==> src/aus_pkg.sv <==
`default_nettype none

package aus_pkg;

  // Result status codes
  localparam logic [1:0] STATUS_UNIT       = 2'd0;
  localparam logic [1:0] STATUS_FINAL_UNIT = 2'd1;
  localparam logic [1:0] STATUS_NO_START   = 2'd2;

  // Configuration register indexes
  localparam int unsigned REG_CODEC_IS_H265 = 0;

  // One input byte of the stream
  typedef struct packed {
    logic [7:0] data_byte;
    logic       end_of_stream;
  } in_item_t;

  // One result: an access unit or an end-of-stream status
  typedef struct packed {
    logic [31:0] unit_begin;
    logic [31:0] unit_end;
    logic [1:0]  status;
    logic        last_of_run;
  } out_item_t;

  // Up to two results handed from the parser to the output queue per byte
  typedef struct packed {
    logic      push_a;
    logic      push_b;
    out_item_t res_a;
    out_item_t res_b;
  } push_t;

endpackage

`default_nettype wire

==> src/aus_parse.sv <==
`default_nettype none

module aus_parse #(
  parameter int unsigned OFFSET_BITS = 32
) (
  input  wire logic              clk_i,
  input  wire logic              rst_ni,
  input  wire logic              accept_i,
  input  wire aus_pkg::in_item_t item_i,
  input  wire logic              codec_is_h265_i,
  output aus_pkg::push_t         push_o
);

  localparam logic [OFFSET_BITS-1:0] OffsetMax = '1;
  localparam logic [OFFSET_BITS-1:0] OffsetTwo = OFFSET_BITS'(2);

  logic [1:0]             zero_run_q, zero_run_d;
  logic                   hdr_pend_q, hdr_pend_d;
  logic [OFFSET_BITS-1:0] pos_q, pos_d;
  logic [OFFSET_BITS-1:0] code_pos_q, code_pos_d;
  logic [OFFSET_BITS-1:0] unit_begin_q, unit_begin_d;
  logic                   has_pic_q, has_pic_d;
  logic                   seen_q, seen_d;

  logic                   vcl;
  logic                   split;
  logic                   is_code;
  logic                   seen_now;
  logic [OFFSET_BITS-1:0] code;
  logic [OFFSET_BITS-1:0] begin_hdr;
  logic [OFFSET_BITS-1:0] begin_now;
  logic [OFFSET_BITS-1:0] pos_next;
  logic [4:0]             h264_type;
  logic [5:0]             h265_type;
  aus_pkg::out_item_t     split_res;
  aus_pkg::out_item_t     final_res;

  // Reduce an offset to the 32-bit result field
  function automatic logic [31:0] to_field(input logic [OFFSET_BITS-1:0] v);
    logic [63:0] wide;
    wide = 64'(v);
    return wide[31:0];
  endfunction

  // Classify the NAL header byte for the selected codec
  assign h264_type = item_i.data_byte[4:0];
  assign h265_type = item_i.data_byte[6:1];
  assign vcl = codec_is_h265_i ? (h265_type <= 6'd31) : (h264_type inside {[5'd1:5'd5]});

  // Split on a second picture unit; detect start codes
  assign split     = hdr_pend_q && vcl && has_pic_q;
  assign is_code   = (item_i.data_byte == 8'h01) && (zero_run_q == 2'd2);
  assign code      = (pos_q >= OffsetTwo) ? (pos_q - OffsetTwo) : '0;
  assign begin_hdr = split ? code_pos_q : unit_begin_q;
  assign begin_now = (is_code && !seen_q) ? code : begin_hdr;
  assign seen_now  = seen_q || is_code;
  assign pos_next  = (pos_q != OffsetMax) ? (pos_q + OFFSET_BITS'(1)) : pos_q;

  // Next parser state; clear the stream on its final byte
  always_comb begin
    zero_run_d   = zero_run_q;
    hdr_pend_d   = hdr_pend_q;
    pos_d        = pos_q;
    code_pos_d   = code_pos_q;
    unit_begin_d = unit_begin_q;
    has_pic_d    = has_pic_q;
    seen_d       = seen_q;
    if (accept_i) begin
      if (item_i.data_byte == 8'h00) begin
        if (zero_run_q != 2'd2) begin
          zero_run_d = zero_run_q + 2'd1;
        end
      end else begin
        zero_run_d = '0;
      end
      hdr_pend_d   = is_code;
      pos_d        = pos_next;
      code_pos_d   = is_code ? code : code_pos_q;
      unit_begin_d = begin_now;
      has_pic_d    = has_pic_q || (hdr_pend_q && vcl);
      seen_d       = seen_now;
      if (item_i.end_of_stream) begin
        zero_run_d   = '0;
        hdr_pend_d   = 1'b0;
        pos_d        = '0;
        code_pos_d   = '0;
        unit_begin_d = '0;
        has_pic_d    = 1'b0;
        seen_d       = 1'b0;
      end
    end
  end

  // Build the results of this byte; a lone result always goes in slot a
  always_comb begin
    split_res.unit_begin  = to_field(unit_begin_q);
    split_res.unit_end    = to_field(code_pos_q);
    split_res.status      = aus_pkg::STATUS_UNIT;
    split_res.last_of_run = !item_i.end_of_stream;
    if (seen_now) begin
      final_res.unit_begin = to_field(begin_now);
      final_res.unit_end   = to_field(pos_next);
      final_res.status     = aus_pkg::STATUS_FINAL_UNIT;
    end else begin
      final_res.unit_begin = '0;
      final_res.unit_end   = '0;
      final_res.status     = aus_pkg::STATUS_NO_START;
    end
    final_res.last_of_run = 1'b1;
    push_o.push_a = accept_i && (split || item_i.end_of_stream);
    push_o.push_b = accept_i && split && item_i.end_of_stream;
    push_o.res_a  = split ? split_res : final_res;
    push_o.res_b  = final_res;
  end

  // Hold the parser state
  always_ff @(posedge clk_i or negedge rst_ni) begin
    if (!rst_ni) begin
      zero_run_q   <= '0;
      hdr_pend_q   <= 1'b0;
      pos_q        <= '0;
      code_pos_q   <= '0;
      unit_begin_q <= '0;
      has_pic_q    <= 1'b0;
      seen_q       <= 1'b0;
    end else begin
      zero_run_q   <= zero_run_d;
      hdr_pend_q   <= hdr_pend_d;
      pos_q        <= pos_d;
      code_pos_q   <= code_pos_d;
      unit_begin_q <= unit_begin_d;
      has_pic_q    <= has_pic_d;
      seen_q       <= seen_d;
    end
  end

endmodule

`default_nettype wire

==> src/aus_out_fifo.sv <==
`default_nettype none

module aus_out_fifo (
  input  wire logic           clk_i,
  input  wire logic           rst_ni,
  input  wire aus_pkg::push_t push_i,
  input  wire logic           pop_i,
  output wire logic           room_o,
  output wire logic           valid_o,
  output aus_pkg::out_item_t  data_o
);

  localparam int unsigned Depth = 4;

  aus_pkg::out_item_t mem_q [Depth];
  logic [1:0] wr_ptr_q, wr_ptr_d;
  logic [1:0] rd_ptr_q, rd_ptr_d;
  logic [2:0] count_q, count_d;
  logic       do_pop;
  logic [1:0] n_push;
  logic [1:0] wr_ptr_b;

  assign valid_o = (count_q != 3'd0);
  assign data_o  = mem_q[rd_ptr_q];
  // Leave space for the worst case of two results from one byte
  assign room_o  = (count_q <= 3'(Depth - 2));
  assign do_pop  = pop_i && valid_o;

  always_comb begin
    n_push   = 2'(push_i.push_a) + 2'(push_i.push_b);
    wr_ptr_b = wr_ptr_q + 2'd1;
    wr_ptr_d = wr_ptr_q + n_push;
    rd_ptr_d = rd_ptr_q + 2'(do_pop);
    count_d  = count_q + 3'(n_push) - 3'(do_pop);
  end

  // Advance pointers and fill level
  always_ff @(posedge clk_i or negedge rst_ni) begin
    if (!rst_ni) begin
      wr_ptr_q <= '0;
      rd_ptr_q <= '0;
      count_q  <= '0;
    end else begin
      wr_ptr_q <= wr_ptr_d;
      rd_ptr_q <= rd_ptr_d;
      count_q  <= count_d;
    end
  end

  // Store results; the second one lands in the next slot
  always_ff @(posedge clk_i) begin
    if (push_i.push_a) begin
      mem_q[wr_ptr_q] <= push_i.res_a;
    end
    if (push_i.push_b) begin
      mem_q[wr_ptr_b] <= push_i.res_b;
    end
  end

endmodule

`default_nettype wire

==> src/annexb_access_unit_splitter.sv <==
`default_nettype none

// Annex-B access unit splitter. Takes an H.264 or H.265 byte stream, one
// byte per transfer, finds 00 00 01 start codes and classifies the NAL
// header byte after each one (codec chosen by register 0, bit 0, at byte
// address 0). Each finished access unit comes out as its begin offset (its
// first start code) and end offset; the byte flagged end_of_stream also
// produces the final unit, or a no-start-code status, and clears the stream
// state. One byte is accepted per clock while the output queue has room;
// the parser state updates in the cycle of the transfer and results reach
// the output in the cycle after it. A byte yields at most two results,
// which go through a four-entry output queue drained at one result per
// clock while out_ready_i is high; in_ready_o drops only above two results.
module annexb_access_unit_splitter #(
  parameter int unsigned OFFSET_BITS = 32
) (
  input  wire logic               clk_i,
  input  wire logic               rst_ni,
  // Byte input
  input  wire logic               in_valid_i,
  output wire logic               in_ready_o,
  input  wire aus_pkg::in_item_t  in_data_i,
  // Result output
  output wire logic               out_valid_o,
  input  wire logic               out_ready_i,
  output aus_pkg::out_item_t      out_data_o,
  // Configuration port
  input  wire logic               psel,
  input  wire logic               penable,
  input  wire logic               pwrite,
  input  wire logic [2:0]         paddr,
  input  wire logic [31:0]        pwdata,
  output wire logic [31:0]        prdata,
  output wire logic               pready
);

  logic           codec_q;
  logic           cfg_wr;
  logic           accept;
  aus_pkg::push_t push;
  logic           room;

  assign pready = 1'b1;
  assign cfg_wr = psel && penable && pwrite && pready &&
                  (paddr[2] == 1'(aus_pkg::REG_CODEC_IS_H265));
  assign prdata = (paddr[2] == 1'(aus_pkg::REG_CODEC_IS_H265)) ?
                  {31'd0, codec_q} : 32'd0;

  // Hold the codec select
  always_ff @(posedge clk_i or negedge rst_ni) begin
    if (!rst_ni) begin
      codec_q <= 1'b0;
    end else if (cfg_wr) begin
      codec_q <= pwdata[0];
    end
  end

  assign in_ready_o = room;
  assign accept     = in_valid_i && room;

  aus_parse #(
    .OFFSET_BITS(OFFSET_BITS)
  ) u_parse (
    .clk_i          (clk_i),
    .rst_ni         (rst_ni),
    .accept_i       (accept),
    .item_i         (in_data_i),
    .codec_is_h265_i(codec_q),
    .push_o         (push)
  );

  aus_out_fifo u_out_fifo (
    .clk_i  (clk_i),
    .rst_ni (rst_ni),
    .push_i (push),
    .pop_i  (out_ready_i),
    .room_o (room),
    .valid_o(out_valid_o),
    .data_o (out_data_o)
  );

endmodule

`default_nettype wire

==> config.mk <==
export PLATFORM = sky130hd
export DESIGN_NAME = annexb_access_unit_splitter
export DESIGN_NICKNAME = d
export VERILOG_FILES = /design/src/aus_pkg.sv /design/src/aus_parse.sv /design/src/aus_out_fifo.sv /design/src/annexb_access_unit_splitter.sv
export SDC_FILE = /design/constraint.sdc
export NUM_CORES = 1
export LEC_CHECK = 0
export BUFFER_PORTS_ARGS = -buffer_cell sky130_fd_sc_hd__buf_2
export CAP_MARGIN = 20
export CORE_ASPECT_RATIO = 0.8
export CORE_MARGIN = 3
export CORE_UTILIZATION = 60
export CTS_CLUSTER_SIZE = 8
export DETAILED_ROUTE_END_ITERATION = 10
export GPL_TIMING_DRIVEN = 0
export PLACE_DENSITY_LB_ADDON = 0.25
export RECOVER_POWER = 25
export SYNTH_ARGS = -nofsm -noshare
export SYNTH_HDL_FRONTEND = slang
export SYNTH_SLANG_ARGS = --single-unit
export TNS_END_PERCENT = 20
==> constraint.sdc <==
create_clock -name clk_i -period 9.4 [get_ports clk_i]
set_input_delay 0.47 -clock clk_i [delete_from_list [all_inputs] [get_ports clk_i]]
set_output_delay 0.47 -clock clk_i [all_outputs]
set_load 0.03 [all_outputs]
==> summary.txt <==
Worst setup path
  – Crit Path Category: reg2reg
  – Crit path buf inv count: 3
  – WP data required: 9.69 ns
  – Crit-path max cell delay: 2.35 ns
  – Startpoint types: flip-flop
  – Worst EP arrival: 5.39 ns
  – Kind of cell adding the most delay to the critical path: compound AO/OA/AOI/OAI gates
  – CP startpoint: codec_q
  – Critical-path cell list: or3_1 > o31a_1 > clkbuf_1 > nor2_1 > nand2_1 > o21ai_0 > buf_16 > buf_12
  – Crit-path max FO: 20
  – Worst r2r src: codec_q
  – CP endpoint kind: flip-flop
  – Slowest-stage cell, CP: o21ai_0
  – Flop2flop setup slack: 4.30 ns

Clocking
  – Worst-skew pair later-pin latency: 0.60 ns
  – CTS root buffer: clkbuf_16
  – Clock Sinks: 377
  – TritonCTS buffer count: 53
  – CTS tree: built
  – Clock-pin slew on the worst setup and hold paths: approximately 0.060 ns
  – Clk buf depth: 3
  – H-tree depth reported by CTS: 2
  – Setup Buffers After CTS: 0

Floorplan
  – Die Y: 168.9 um
  – Core area: 32630 um2
  – # rows: 59
  – Initial core utilization: 61.03%
  – IO Pins: 153
  – Die width: 209.7 um
  – Die area: ~35000 um2

Synth
  – Synth area leaders: edfxtp_1 (40%), dfrtp_1 (14%), mux4_2 (7.6%)
  – Area leader, netlist: edfxtp_1
  – Mapped cell area: 19910 um2
  – Avg Cell Area, Syn: 11.08 um2
  – Ys flop type: edfxtp_1
  – Post-synth EDFFs: between 200 and 300
  – Post-synth top area share: 39.81%
  – Number of synthesized register bits: 377
  – Yosys warning count: 0
  – Synth Instances: 1797
  – Post-synth ARST share: 28.91%
  – Fraction of the yosys area taken by sequential cells: 53.91%
  – Distinct cells, synth: 75

STA
  – Final slew viol count: 61
  – Final Setup Violations: 0
  – Peak Freq: 196.0 MHz
  – Slew @ Worst Pin: 3.106 ns
  – Worst clock skew: roughly 0.047 ns
  – Final Hold Violating Endpoints: 0
  – Slew margin rel.: -109.2%
  – Tcrit/Tclk final: 54.27%
  – Unrepaired setup endpoints after global routing: no
  – Fin crit period: 5.101 ns

Power and ir drop
  – Leak pwr: 7.926 nW
  – Power Density: approximately 250 nW/um2
  – Peak VDD IR: 0.0001459 V

Final layout
  – Final Net Count: around 2000
  – Finished Layout Cells: 2452
  – Area Growth Syn to Fin: 14.51%
  – Layout cells sized above 1: 14.02%
  – Post-layout util: between 60% and 70%
  – Antenna cell count: 0

Global routing
  – Global-route wire length before repair: 109200 um
  – Grt ovf: 0
  – Largest net degree at the start of global routing: 76
  – Antenna violations before repair: 2
  – Total Routing Usage GR: 41.96%
  – Number of global-route vias before repair: 16551

Route
  – Final ANT Viol Nets: 0
  – Initial drt markers: 2611
  – Vias per inst: approximately 7
  – Pre-Repair DR Iteration Count: 10
  – Via count: between 15000 and 20000
  – Drt wl/cell: 30.41 um
  – WL final: about 75000 um
  – Drc violations: 0

Worst hold path
  – Hold_sp: pwdata[0]
  – Hold Path Class: in2reg

Status
  – Status: finished, violations left
  – Failing checks: max-capacitance violations, max-slew violations

Place
  – Inst Count DP: 2352
  – DP Wirelength: 53560 um
  – GPL Wtd Cong: around 1.1
  – IO buf count: 86

Run
  – Max Cap Viol: 3
## state kept, by name, indices dropped and copies added (netlist names)
signal,cells
codec_q,1
u_out_fifo.count_q,3
u_out_fifo.mem_q,268
u_out_fifo.rd_ptr_q,2
u_out_fifo.wr_ptr_q,2
u_parse.code_pos_q,32
u_parse.has_pic_q,1
u_parse.hdr_pend_q,1
u_parse.pos_q,32
u_parse.seen_q,1
u_parse.unit_begin_q,32
u_parse.zero_run_q,2
## synthesized netlist by cell type, types with 17 or more instances
| cell type | number |
|---|---|
| mux2_2 | 20 |
| dfrtp_1 | 109 |
| edfxtp_1 | 264 |
| xor2_1 | 17 |
| nand2_1 | 295 |
| inv_1 | 26 |
| nand3_1 | 26 |
| nor4_1 | 20 |
| a21oi_1 | 30 |
| o21ai_0 | 280 |
| nor3_1 | 33 |
| a22o_1 | 76 |
| xnor2_1 | 34 |
| nor2_1 | 64 |
| mux2i_1 | 40 |
| clkbuf_1 | 121 |
| mux4_2 | 67 |
| nand4_1 | 19 |
| buf_4 | 32 |
## cell families (layout without fill, tap and decap cells)
family | Yosys count | count (layout) | synth area share, %
adder cells (fa/ha/maj) | 12 | 12 | 0.7917
XOR/XNOR | 51 | 51 | 2.243
AND/OR/NAND/NOR | 535 | 535 | 12.36
other | 2 | 32 | 0.03771
AO/OA/AOI/OAI | 493 | 493 | 15.38
buffers and inverters | 199 | 397 | 4.486
multiplexers | 128 | 128 | 10.79
flip-flops | 377 | 377 | 53.91
## cell usage in the layout, fill, tap and decap left out, drive strengths merged, types with 16 or more instances in the layout
cell type,instances
clkbuf,238
conb,32
nand3,26
mux2,20
a22o,76
edfxtp,264
xor2,17
buf,126
or4,16
xnor2,34
o21ai,281
a21oi,30
nor4,22
nor2,66
nor3,33
mux4,67
nand2,295
mux2i,41
inv,27
nand4,19
dfrtp,109
## metrics by stage
| step | setup WS [ns] | cell area (um2) | total power (W) | TNS, ns | hold WS (ns) |
|---|---|---|---|---|---|
| 6_report | 4.299 | 22800 | 0.005734 | 0 | 0.1471 |
| 5_1_grt | 4.243 | 22800 | 0.005886 | 0 | 0.1512 |
| 4_1_cts | 5.162 | 22860 | 0.005696 | 0 | 0.1358 |
| 3_5_place_dp | 5.005 | 21310 | 0.003925 | 0 | 0.3890 |
| 3_3_place_gp | -1.995 | 20990 | 0.003895 | -254.93 | 0.4462 |
| 2_1_floorplan | 2.513 | 20030 | 0.003316 | 0 | 0.1744 |
## power breakdown
part           internal, W  switching, W
logic             0.000621       0.00134
registers          0.00191     0.0000705
clock network      0.00106      0.000740
total              0.00358       0.00215
## layout make-up
type / instances / area (um2)
clock inverter: 4 / 63.81
clock buffer: 93 / 1476
buffer: 171 / 788.3
sequential: 377 / 10740
fill: 2335 / 9827
tap: 427 / 534.3
multi-input combinational: 1251 / 8429
timing repair buffer: 101 / 669.4
inverter: 28 / 105.1
## per-layer routing
| layer | vias up | track usage [%] | wire [um] |
|---|---|---|---|
| met5 | - | 0 | 13 |
| met3 | 276 | 14.19 | 11470 |
| met4 | 2 | 17.14 | 3520 |
| met2 | 1461 | 62.54 | 32380 |
| li1 | 7074 | - | - |
| met1 | 8308 | 57.21 | 27190 |
## worst paths after layout
| check | to | cells past startpoint |
|---|---|---|
| setup reg to reg | u_out_fifo.mem_q[3][64] | 8 |
| hold / removal | codec_q | 2 |
| max in group asynchronous | u_parse.code_pos_q[15] | 3 |
| setup / recovery | u_out_fifo.mem_q[3][64] | 8 |
| min in group asynchronous | u_parse.pos_q[24] | 2 |
| hold reg to reg | u_out_fifo.mem_q[3][0] | 1 |
## repair_timing
item,4_1_cts,5_1_grt
hold endpoints to repair,34,0
resized for setup,0,0
hold buffers,1,0
(Power assumes the default switching activity.)
